--- src/rtl/core/rtpd_pkg.sv ---
// shared types and constants of the radar tlv point deframer
package rtpd_pkg;

   // frame layout, in bytes
   localparam int MAGIC_LEN        = 8;
   localparam int HEADER_BYTES     = 48;
   localparam int HDR_WORD32_BYTES = 36;
   localparam int TLV_HDR_BYTES    = 8;
   localparam int UNIT_BYTES       = 20;
   localparam int TLV_FIXED_BYTES  = 28;
   localparam int POINT_BYTES      = 8;

   // section byte counter, large enough for the header body
   localparam int CNT_W = 6;

   // magic word, in arrival order
   localparam logic [7:0] MAGIC_SEQ [MAGIC_LEN] = '{
      8'h02, 8'h01, 8'h04, 8'h03, 8'h06, 8'h05, 8'h08, 8'h07
   };

   // record kinds
   localparam logic [2:0] KIND_HEADER = 3'd0;
   localparam logic [2:0] KIND_TLV    = 3'd1;
   localparam logic [2:0] KIND_UNIT   = 3'd2;
   localparam logic [2:0] KIND_POINT  = 3'd3;
   localparam logic [2:0] KIND_ERROR  = 3'd4;

   // error codes
   localparam logic [1:0] ERR_TYPE      = 2'd0;
   localparam logic [1:0] ERR_TOO_LONG  = 2'd1;
   localparam logic [1:0] ERR_TOO_SHORT = 2'd2;

   // control registers
   localparam int          CSR_INDEX_W       = 1;
   localparam int          CSR_DATA_W        = 32;
   localparam logic [0:0]  CSR_EXPECTED_TYPE = 1'b0;
   localparam logic [0:0]  CSR_MAX_LENGTH    = 1'b1;
   localparam logic [31:0] EXPECTED_TYPE_RST = 32'd6;
   localparam logic [15:0] MAX_LENGTH_RST    = 16'd10000;

   // decoupling queue
   localparam int QUEUE_DEPTH_DEFAULT = 4;

   // stream widths
   localparam int REQ_DATA_W = 8;
   localparam int RSP_DATA_W = 120;
   localparam int RSP_USER_W = 3;

   typedef struct packed {
      logic [2:0]         record_kind;
      logic [3:0]         word_index;
      logic [31:0]        word_value;
      logic signed [7:0]  elevation_raw;
      logic signed [7:0]  azimuth_raw;
      logic signed [15:0] doppler_raw;
      logic signed [15:0] range_raw;
      logic signed [15:0] snr_raw;
      logic [12:0]        point_number;
      logic               point_last;
      logic [1:0]         error_code;
   } record_type;

endpackage

--- src/rtl/core/rtpd_parser.sv ---
// front part: byte parser that hunts the magic word and builds result records
module rtpd_parser (
   input  logic                   clock,
   input  logic                   reset,
   input  logic                   byte_valid,
   input  logic [7:0]             rx_byte,
   input  logic [31:0]            expected_tlv_type,
   input  logic [15:0]            max_tlv_length,
   output logic                   rec_valid,
   output rtpd_pkg::record_type   rec
);

   typedef enum logic [4:0] {
      PH_HUNT   = 5'b00001,
      PH_HEADER = 5'b00010,
      PH_TLV    = 5'b00100,
      PH_UNITS  = 5'b01000,
      PH_POINTS = 5'b10000
   } phase_type;

   localparam int CW = rtpd_pkg::CNT_W;
   localparam logic [CW-1:0] C_MAGIC  = CW'(rtpd_pkg::MAGIC_LEN);
   localparam logic [CW-1:0] C_HDR32  = CW'(rtpd_pkg::HDR_WORD32_BYTES);
   localparam logic [CW-1:0] C_HDREND = CW'(rtpd_pkg::HEADER_BYTES - rtpd_pkg::MAGIC_LEN);
   localparam logic [CW-1:0] C_HDR16  = CW'(rtpd_pkg::HDR_WORD32_BYTES + 2);
   localparam logic [CW-1:0] C_TYPE   = CW'(4);
   localparam logic [CW-1:0] C_TLVEND = CW'(rtpd_pkg::TLV_HDR_BYTES);
   localparam logic [CW-1:0] C_UNITS  = CW'(rtpd_pkg::UNIT_BYTES);
   localparam logic [CW-1:0] C_POINT  = CW'(rtpd_pkg::POINT_BYTES);
   localparam logic [31:0]   C_FIXED  = 32'(rtpd_pkg::TLV_FIXED_BYTES);
   localparam logic [3:0]    IDX_HDR16_BASE = 4'(rtpd_pkg::HDR_WORD32_BYTES / 4);

   phase_type      phase_ff, phase_in;
   logic [CW-1:0]  count_ff, count_in;
   logic [63:0]    shift_ff, shift_in;
   logic [12:0]    total_ff, total_in;
   logic [12:0]    remaining_ff, remaining_in;
   logic [12:0]    number_ff, number_in;

   logic [CW-1:0]  cnt_inc;
   logic [CW-1:0]  hdr16_off;
   logic [31:0]    w32;
   logic [15:0]    w16;
   logic [15:0]    len_minus_fixed;

   always_comb begin
      shift_in        = byte_valid ? {rx_byte, shift_ff[63:8]} : shift_ff;
      w32             = shift_in[63:32];
      w16             = shift_in[63:48];
      cnt_inc         = count_ff + CW'(1);
      hdr16_off       = cnt_inc - C_HDR16;
      len_minus_fixed = w32[15:0] - C_FIXED[15:0];

      phase_in     = phase_ff;
      count_in     = count_ff;
      total_in     = total_ff;
      remaining_in = remaining_ff;
      number_in    = number_ff;
      rec_valid    = 1'b0;
      rec          = '0;

      if (byte_valid) begin
         unique case (phase_ff)
            PH_HEADER: begin
               count_in = cnt_inc;
               if (cnt_inc <= C_HDR32) begin
                  if (cnt_inc[1:0] == 2'b00) begin
                     rec_valid       = 1'b1;
                     rec.record_kind = rtpd_pkg::KIND_HEADER;
                     rec.word_index  = cnt_inc[5:2] - 4'd1;
                     rec.word_value  = w32;
                  end
               end else if (!cnt_inc[0]) begin
                  rec_valid       = 1'b1;
                  rec.record_kind = rtpd_pkg::KIND_HEADER;
                  rec.word_index  = IDX_HDR16_BASE + 4'(hdr16_off >> 1);
                  rec.word_value  = {16'd0, w16};
               end
               if (cnt_inc >= C_HDREND) begin
                  phase_in = PH_TLV;
                  count_in = '0;
               end
            end
            PH_TLV: begin
               count_in = cnt_inc;
               if (cnt_inc == C_TYPE) begin
                  rec_valid      = 1'b1;
                  rec.word_value = w32;
                  if (w32 != expected_tlv_type) begin
                     rec.record_kind = rtpd_pkg::KIND_ERROR;
                     rec.error_code  = rtpd_pkg::ERR_TYPE;
                     phase_in        = PH_HUNT;
                     count_in        = '0;
                  end else begin
                     rec.record_kind = rtpd_pkg::KIND_TLV;
                  end
               end else if (cnt_inc >= C_TLVEND) begin
                  rec_valid      = 1'b1;
                  rec.word_value = w32;
                  if (w32 > {16'd0, max_tlv_length}) begin
                     rec.record_kind = rtpd_pkg::KIND_ERROR;
                     rec.error_code  = rtpd_pkg::ERR_TOO_LONG;
                     phase_in        = PH_HUNT;
                     count_in        = '0;
                  end else if (w32 < C_FIXED) begin
                     rec.record_kind = rtpd_pkg::KIND_ERROR;
                     rec.error_code  = rtpd_pkg::ERR_TOO_SHORT;
                     phase_in        = PH_HUNT;
                     count_in        = '0;
                  end else begin
                     rec.record_kind = rtpd_pkg::KIND_TLV;
                     rec.word_index  = 4'd1;
                     total_in        = len_minus_fixed[15:3];
                     phase_in        = PH_UNITS;
                     count_in        = '0;
                  end
               end
            end
            PH_UNITS: begin
               count_in = cnt_inc;
               if (cnt_inc[1:0] == 2'b00) begin
                  rec_valid       = 1'b1;
                  rec.record_kind = rtpd_pkg::KIND_UNIT;
                  rec.word_index  = cnt_inc[5:2] - 4'd1;
                  rec.word_value  = w32;
               end
               if (cnt_inc >= C_UNITS) begin
                  remaining_in = total_ff;
                  number_in    = '0;
                  count_in     = '0;
                  phase_in     = (total_ff == '0) ? PH_HUNT : PH_POINTS;
               end
            end
            PH_POINTS: begin
               if (remaining_ff == '0) begin
                  phase_in = PH_HUNT;
                  count_in = '0;
               end else begin
                  count_in = cnt_inc;
                  if (cnt_inc >= C_POINT) begin
                     rec_valid         = 1'b1;
                     rec.record_kind   = rtpd_pkg::KIND_POINT;
                     rec.elevation_raw = shift_in[7:0];
                     rec.azimuth_raw   = shift_in[15:8];
                     rec.doppler_raw   = shift_in[31:16];
                     rec.range_raw     = shift_in[47:32];
                     rec.snr_raw       = shift_in[63:48];
                     rec.point_number  = number_ff;
                     rec.point_last    = (remaining_ff == 13'd1);
                     remaining_in      = remaining_ff - 13'd1;
                     number_in         = number_ff + 13'd1;
                     count_in          = '0;
                     if (remaining_ff == 13'd1) begin
                        phase_in = PH_HUNT;
                     end
                  end
               end
            end
            default: begin
               // magic hunt; any unused phase code hunts as well
               phase_in = PH_HUNT;
               if (count_ff < C_MAGIC && rx_byte == rtpd_pkg::MAGIC_SEQ[count_ff[2:0]]) begin
                  if (cnt_inc == C_MAGIC) begin
                     phase_in = PH_HEADER;
                     count_in = '0;
                  end else begin
                     count_in = cnt_inc;
                  end
               end else begin
                  count_in = (rx_byte == rtpd_pkg::MAGIC_SEQ[0]) ? CW'(1) : '0;
               end
            end
         endcase
      end
   end

   always_ff @(posedge clock) begin
      if (reset) begin
         phase_ff     <= PH_HUNT;
         count_ff     <= '0;
         shift_ff     <= '0;
         total_ff     <= '0;
         remaining_ff <= '0;
         number_ff    <= '0;
      end else begin
         phase_ff     <= phase_in;
         count_ff     <= count_in;
         shift_ff     <= shift_in;
         total_ff     <= total_in;
         remaining_ff <= remaining_in;
         number_ff    <= number_in;
      end
   end

endmodule

--- src/rtl/core/rtpd_queue.sv ---
// short record queue between the parser and the output stage
module rtpd_queue #(
   parameter int DEPTH = rtpd_pkg::QUEUE_DEPTH_DEFAULT
) (
   input  logic                 clock,
   input  logic                 reset,
   input  logic                 push,
   input  rtpd_pkg::record_type push_data,
   output logic                 full,
   input  logic                 pop,
   output logic                 empty,
   output rtpd_pkg::record_type pop_data
);

   localparam int PTR_W = (DEPTH > 1) ? $clog2(DEPTH) : 1;
   localparam int CNT_W = $clog2(DEPTH + 1);

   rtpd_pkg::record_type mem_ff [DEPTH];
   logic [PTR_W-1:0] wr_ptr_ff, wr_ptr_in;
   logic [PTR_W-1:0] rd_ptr_ff, rd_ptr_in;
   logic [CNT_W-1:0] count_ff, count_in;
   logic             do_push, do_pop;

   assign full     = (count_ff == CNT_W'(DEPTH));
   assign empty    = (count_ff == '0);
   assign pop_data = mem_ff[rd_ptr_ff];
   assign do_push  = push && !full;
   assign do_pop   = pop && !empty;

   always_comb begin
      wr_ptr_in = wr_ptr_ff;
      rd_ptr_in = rd_ptr_ff;
      count_in  = count_ff;
      if (do_push) begin
         wr_ptr_in = (wr_ptr_ff == PTR_W'(DEPTH - 1)) ? '0 : wr_ptr_ff + PTR_W'(1);
      end
      if (do_pop) begin
         rd_ptr_in = (rd_ptr_ff == PTR_W'(DEPTH - 1)) ? '0 : rd_ptr_ff + PTR_W'(1);
      end
      if (do_push && !do_pop) begin
         count_in = count_ff + CNT_W'(1);
      end else if (do_pop && !do_push) begin
         count_in = count_ff - CNT_W'(1);
      end
   end

   always_ff @(posedge clock) begin
      if (do_push) begin
         mem_ff[wr_ptr_ff] <= push_data;
      end
   end

   always_ff @(posedge clock) begin
      if (reset) begin
         wr_ptr_ff <= '0;
         rd_ptr_ff <= '0;
         count_ff  <= '0;
      end else begin
         wr_ptr_ff <= wr_ptr_in;
         rd_ptr_ff <= rd_ptr_in;
         count_ff  <= count_in;
      end
   end

endmodule

--- src/rtl/core/rtpd_emitter.sv ---
// back part: output register that drains the queue onto the result stream
module rtpd_emitter (
   input  logic                                clock,
   input  logic                                reset,
   input  logic                                q_empty,
   input  rtpd_pkg::record_type                q_data,
   output logic                                q_pop,
   output logic                                rsp_tvalid,
   input  logic                                rsp_tready,
   output logic [rtpd_pkg::RSP_DATA_W-1:0]     rsp_tdata,
   output logic [rtpd_pkg::RSP_USER_W-1:0]     rsp_tuser,
   output logic                                rsp_tlast
);

   rtpd_pkg::record_type rec_ff;
   logic                 valid_ff, valid_in;
   logic                 load;

   assign load     = !q_empty && (!valid_ff || rsp_tready);
   assign q_pop    = load;
   assign valid_in = load || (valid_ff && !rsp_tready);

   always_ff @(posedge clock) begin
      if (load) begin
         rec_ff <= q_data;
      end
   end

   always_ff @(posedge clock) begin
      if (reset) begin
         valid_ff <= 1'b0;
      end else begin
         valid_ff <= valid_in;
      end
   end

   assign rsp_tvalid = valid_ff;
   assign rsp_tuser  = rec_ff.record_kind;
   assign rsp_tlast  = rec_ff.point_last;
   assign rsp_tdata  = {5'd0,
                        rec_ff.error_code,
                        rec_ff.point_number,
                        rec_ff.snr_raw,
                        rec_ff.range_raw,
                        rec_ff.doppler_raw,
                        rec_ff.azimuth_raw,
                        rec_ff.elevation_raw,
                        rec_ff.word_value,
                        rec_ff.word_index};

endmodule

--- src/rtl/core/radar_tlv_point_deframer.sv ---
// top level of the radar tlv point deframer
// takes one serial-link byte per req beat, hunts for the magic word
// 02 01 04 03 06 05 08 07 and resyncs on any mismatch, then reports the rest
// of the frame header (nine 32-bit and two 16-bit little-endian words), the
// tlv type and length words (checked against csr limits), five raw unit words
// and one record per 8-byte point. a failed tlv check gives one error record
// and the hunt starts over. throughput is one byte per clock while req_tready
// is high: the parser takes a byte every such cycle and pushes at most one
// record, a short queue decouples it from the output register, and a record
// goes through the queue and the output register on its way to rsp. req_tready
// only drops when the queue is full because the rsp side is stalled.
module radar_tlv_point_deframer #(
   parameter int QUEUE_DEPTH = rtpd_pkg::QUEUE_DEPTH_DEFAULT
) (
   input  logic                                  clock,
   input  logic                                  reset,
   // input stream
   input  logic                                  req_tvalid,
   output logic                                  req_tready,
   input  logic [rtpd_pkg::REQ_DATA_W-1:0]       req_tdata,   // [7:0] rx_byte
   // result stream
   output logic                                  rsp_tvalid,
   input  logic                                  rsp_tready,
   // [3:0] word_index, [35:4] word_value, [43:36] elevation_raw,
   // [51:44] azimuth_raw, [67:52] doppler_raw, [83:68] range_raw,
   // [99:84] snr_raw, [112:100] point_number, [114:113] error_code, rest zero
   output logic [rtpd_pkg::RSP_DATA_W-1:0]       rsp_tdata,
   output logic [rtpd_pkg::RSP_USER_W-1:0]       rsp_tuser,   // [2:0] record_kind
   output logic                                  rsp_tlast,   // point_last
   // control register writes
   input  logic                                  csr_we,
   input  logic [rtpd_pkg::CSR_INDEX_W-1:0]      csr_index,
   input  logic [rtpd_pkg::CSR_DATA_W-1:0]       csr_wdata
);

   // control registers
   logic [31:0] expected_type_ff, expected_type_in;
   logic [15:0] max_length_ff, max_length_in;

   always_comb begin
      expected_type_in = expected_type_ff;
      max_length_in    = max_length_ff;
      if (csr_we) begin
         case (csr_index)
            rtpd_pkg::CSR_EXPECTED_TYPE: expected_type_in = csr_wdata;
            rtpd_pkg::CSR_MAX_LENGTH:    max_length_in    = csr_wdata[15:0];
            default: ;
         endcase
      end
   end

   always_ff @(posedge clock) begin
      if (reset) begin
         expected_type_ff <= rtpd_pkg::EXPECTED_TYPE_RST;
         max_length_ff    <= rtpd_pkg::MAX_LENGTH_RST;
      end else begin
         expected_type_ff <= expected_type_in;
         max_length_ff    <= max_length_in;
      end
   end

   // a byte beat is taken whenever the queue has room
   logic                 q_full, q_empty, q_pop;
   logic                 byte_beat;
   logic                 rec_valid;
   rtpd_pkg::record_type rec, q_data;

   assign req_tready = !q_full;
   assign byte_beat  = req_tvalid && req_tready;

   rtpd_parser u_parser (
      .clock             (clock),
      .reset             (reset),
      .byte_valid        (byte_beat),
      .rx_byte           (req_tdata),
      .expected_tlv_type (expected_type_ff),
      .max_tlv_length    (max_length_ff),
      .rec_valid         (rec_valid),
      .rec               (rec)
   );

   rtpd_queue #(
      .DEPTH (QUEUE_DEPTH)
   ) u_queue (
      .clock     (clock),
      .reset     (reset),
      .push      (rec_valid),
      .push_data (rec),
      .full      (q_full),
      .pop       (q_pop),
      .empty     (q_empty),
      .pop_data  (q_data)
   );

   rtpd_emitter u_emitter (
      .clock      (clock),
      .reset      (reset),
      .q_empty    (q_empty),
      .q_data     (q_data),
      .q_pop      (q_pop),
      .rsp_tvalid (rsp_tvalid),
      .rsp_tready (rsp_tready),
      .rsp_tdata  (rsp_tdata),
      .rsp_tuser  (rsp_tuser),
      .rsp_tlast  (rsp_tlast)
   );

endmodule
--- config.mk ---
export PLATFORM = sky130hd
export DESIGN_NAME = radar_tlv_point_deframer
export DESIGN_NICKNAME = d
export VERILOG_FILES = /design/src/rtl/core/rtpd_pkg.sv /design/src/rtl/core/rtpd_parser.sv /design/src/rtl/core/rtpd_queue.sv /design/src/rtl/core/rtpd_emitter.sv /design/src/rtl/core/radar_tlv_point_deframer.sv
export SDC_FILE = /design/constraint.sdc
export NUM_CORES = 1
export LEC_CHECK = 0
export BUFFER_PORTS_ARGS = -buffer_cell sky130_fd_sc_hd__buf_2
export CORE_MARGIN = 4
export CORE_UTILIZATION = 57
export CTS_BUF_LIST = sky130_fd_sc_hd__clkbuf_8
export CTS_CLUSTER_DIAMETER = 80
export DETAILED_ROUTE_END_ITERATION = 6
export HOLD_SLACK_MARGIN = 0.03
export PLACE_DENSITY = 0.85
export RECOVER_POWER = 50
export SKIP_LAST_GASP = 1
export SLEW_MARGIN = 20
export SYNTH_ARGS = -nofsm -noshare
export SYNTH_HDL_FRONTEND = slang
export SYNTH_HIERARCHICAL = 1
export SYNTH_SLANG_ARGS = --single-unit
export TNS_END_PERCENT = 100
--- constraint.sdc ---
create_clock -name clock -period 5.97 [get_ports clock]
set_input_delay 0.597 -clock clock [delete_from_list [all_inputs] [get_ports clock]]
set_output_delay 0.597 -clock clock [all_outputs]
set_load 0.03 [all_outputs]
==> out/metrics.csv <==
metric,value,unit
nets@finish,2205,
failing checks,"capacitance limit, slew limit",
# DRC,0,
clk slew on worst S/H paths,0.07,ns
cell area after synthesis,0.0310,mm2
run status,finished with violations,
routed vias/inst,5.96,
synth warn,6,
post-synthesis sequential area ratio,0.683,
total of max-cap violations,9,
asr flop ratio synth,0,
vias post-DR,17370,
Die Span X,241,um
"EDFF count, synth",595,
first-pass GRT wire length,103000,um
Synth area leader,edfxtp_1,
Routed Antenna Nets,0,
CTS Buf Count,111,
H-tree depth,3,
Reg area,0.0212,mm2
CTS hold repair buffers,0,
Fin Clk Skew,0.0466,ns
final hold vios,0,
worst min path class,in2reg,
Mapped Cells,1926,
PostCTS Resize Cnt,0,
maximum clock path buffer count,3,
main flop type after synthesis,edfxtp_1,
post-synth top area share,0.577,
fin crit period,5.24,ns
# rows,85,
die area,0.0581,mm2
worst-margin pin slew,3.52,ns
DRT iter0 DRCs,1691,
area of the core,0.0538,mm2
clock root buffer,clkbuf_8,
max-slew violation count,339,
CTS tree,built,
endpoint class of the critical path,register,
Final Cycle Share,0.878,
hold slack,0.143,ns
CP max FO,24,
Max Freq,191,MHz
"Cell Area, Placed",0.0323,mm2
maximum vdd ir drop,0.192,mV
Fin Setup TNS,0,ns
share of layout cells above drive strength 1,0.169,
postcts setup bufs,0,
largest net degree at the start of global routing,76,
initial core utilization,0.575,
post-DP HPWL,43600,um
synth-to-layout area growth,10.5,%
Worst Setup SP,u_queue/count_ff[0]$_SDFFE_PP0P_,
Leakage Power,10.7,nW
antenna violations before repair,2,
CP Launch Type,register,
# IOs,172,
hold_sp,csr_wdata[2],
Fillers,3776,
Slew HR,-1.34,
post-synth cell types,98,
GRT Overall Usage,0.231,
Yosys reg bits,759,
Syn Area/Cell,16.1,um2
worst endpoint required time,6.56,ns
grt ovf,0,
number of global-route vias before repair,17460,
worst-skew pair later-pin latency,0.72,ns
# setup viols final,0,
Crit Path Category,reg2reg,
R2R Path Start,u_queue/count_ff[0]$_SDFFE_PP0P_,
Final Cell Area,0.0342,mm2
gpl congestion,0.962,
drt total wl,66700,um
antenna diode count,0,
port bufs,166,
Synth area leaders,"edfxtp_1 (58%), dfxtp_1 (11%), mux4_2 (8.7%)",
die height,241,um
"Data arrival, critical path",5.84,ns
WL/cell,22.9,um
Sink Count,759,
pwr/cell area,292,mW/mm2
multi-input gate area in the final layout,0.00887,mm2
unrepaired setup endpoints after global routing,false,
Detailed Routing Iterations Pass 1,5,
-- cells in the mapped netlist (all sizes together) (3+ instances only) --
library cell    n
a211o           5
a211oi          3
a21bo           3
a21o            6
a21oi          40
a221oi          4
a22oi           8
a31oi           3
and2           97
and3           22
and4            3
buf            63
clkbuf         46
dfxtp         164
edfxtp        595
ha             35
inv            49
mux2            4
mux2i          90
mux4          119
nand2          50
nand2b         56
nand3          24
nand3b          6
nand4          16
nand4bb        22
nor2          125
nor2b           9
nor3           26
nor4           28
o211ai          3
o21ai          58
o22ai          17
o31ai           7
o41ai           3
or3             5
or4             7
xnor2          57
xor2           10
-- kinds of logic (layout without fill, tap and decap cells) --
family / count (synthesis) / count (layout) / synth area share
buf+inv: 160 / 447 / 0.0282
other cells: 1 / 5 / 0.000121
simple gates: 509 / 509 / 0.0959
mux: 213 / 213 / 0.120
fa+ha+maj: 36 / 36 / 0.0148
flops: 759 / 759 / 0.683
compound gates: 181 / 181 / 0.0387
xor+xnor: 67 / 67 / 0.0192
-- cell type report --
class,instances,share of cell area
inverter,51,0.00563
tap,696,0.0255
timing repair buffer,189,0.0255
clock inverter,80,0.0144
clock buffer,127,0.0511
sequential,759,0.618
multi-input combinational,1011,0.259
-- path summary, 6_finish.rpt --
path	end	slack [ns]	depth (start not counted)
max	u_parser/total_ff[8]$_SDFFE_PP0P_	0.73	13
min	max_length_ff[2]$_SDFFE_PP0P_	0.14	3
max reg2reg	u_parser/total_ff[8]$_SDFFE_PP0P_	0.73	13
min reg2reg	max_length_ff[13]$_SDFFE_PP1P_	0.47	1
-- metal layers --
layer / GRT usage / wire length, um
met4: 0.0798 / 1850
met3: 0.0391 / 4440
met2: 0.377 / 32700
met1: 0.320 / 27700
met5: 0 / 0
-- registers in the layout (all words and copies together), names as in the netlist, named ones only --
signal / cells
u_queue/mem_ff: 476
u_emitter/rsp_tdata: 115
u_parser/shift_ff: 56
expected_type_ff: 32
max_length_ff: 16
u_parser/number_ff: 13
u_parser/remaining_ff: 13
u_parser/total_ff: 13
u_parser/count_ff: 6
u_parser/phase_ff: 5
u_emitter/rsp_tuser: 3
u_queue/count_ff: 3
u_queue/rd_ptr_ff: 2
u_queue/wr_ptr_ff: 2
u_emitter/rsp_tlast: 1
u_emitter/rsp_tvalid: 1
-- cell usage in the layout, fill, tap and decap left out, types with 56 or more instances in the layout --
cell and n:
clkbuf_1 128, clkbuf_8 127, dfxtp_1 164, edfxtp_1 595
inv_1 90, mux2i_1 88, mux4_2 119, nor2_1 123
o21ai_0 57, xnor2_1 56
-- power breakdown --
part	switching [mW]	internal (mW)	total (mW)
clock network	1.89	2.20	4.09
logic	0.139	0.0908	0.230
registers	0.0342	5.64	5.68
-- through the flow --
| stage | utilization | power, mW | setup slack [ns] | std cells |
|---|---|---|---|---|
| final | 0.636 | 10.0 | 0.725 | 2913 |
| after global routing | 0.636 | 10.4 | 0.305 | 2913 |
| after CTS | 0.641 | 10.1 | 0.769 | 2913 |
| after detailed placement | 0.600 | 6.02 | 0.761 | 2706 |
| after global placement | 0.600 | 6.01 | 1.01 | 2706 |
| after floorplan | - | 5.94 | 0.249 | 1930 |
-- worst max-delay path, stage by stage (launching register included) --
cell and delay, ns:
dfxtp_1 0.43, or3b_1 0.32, clkinvlp_2 0.27, nor2b_4 0.71, mux2i_1 0.60, inv_1 0.16, ha_1 0.33, a21oi_1 0.15
o21ai_0 0.10, a221oi_1 0.34, o211ai_1 0.17, a21oi_2 0.39, nor3b_4 0.74, mux2_2 0.40
Power figures use the tool's default switching activity.
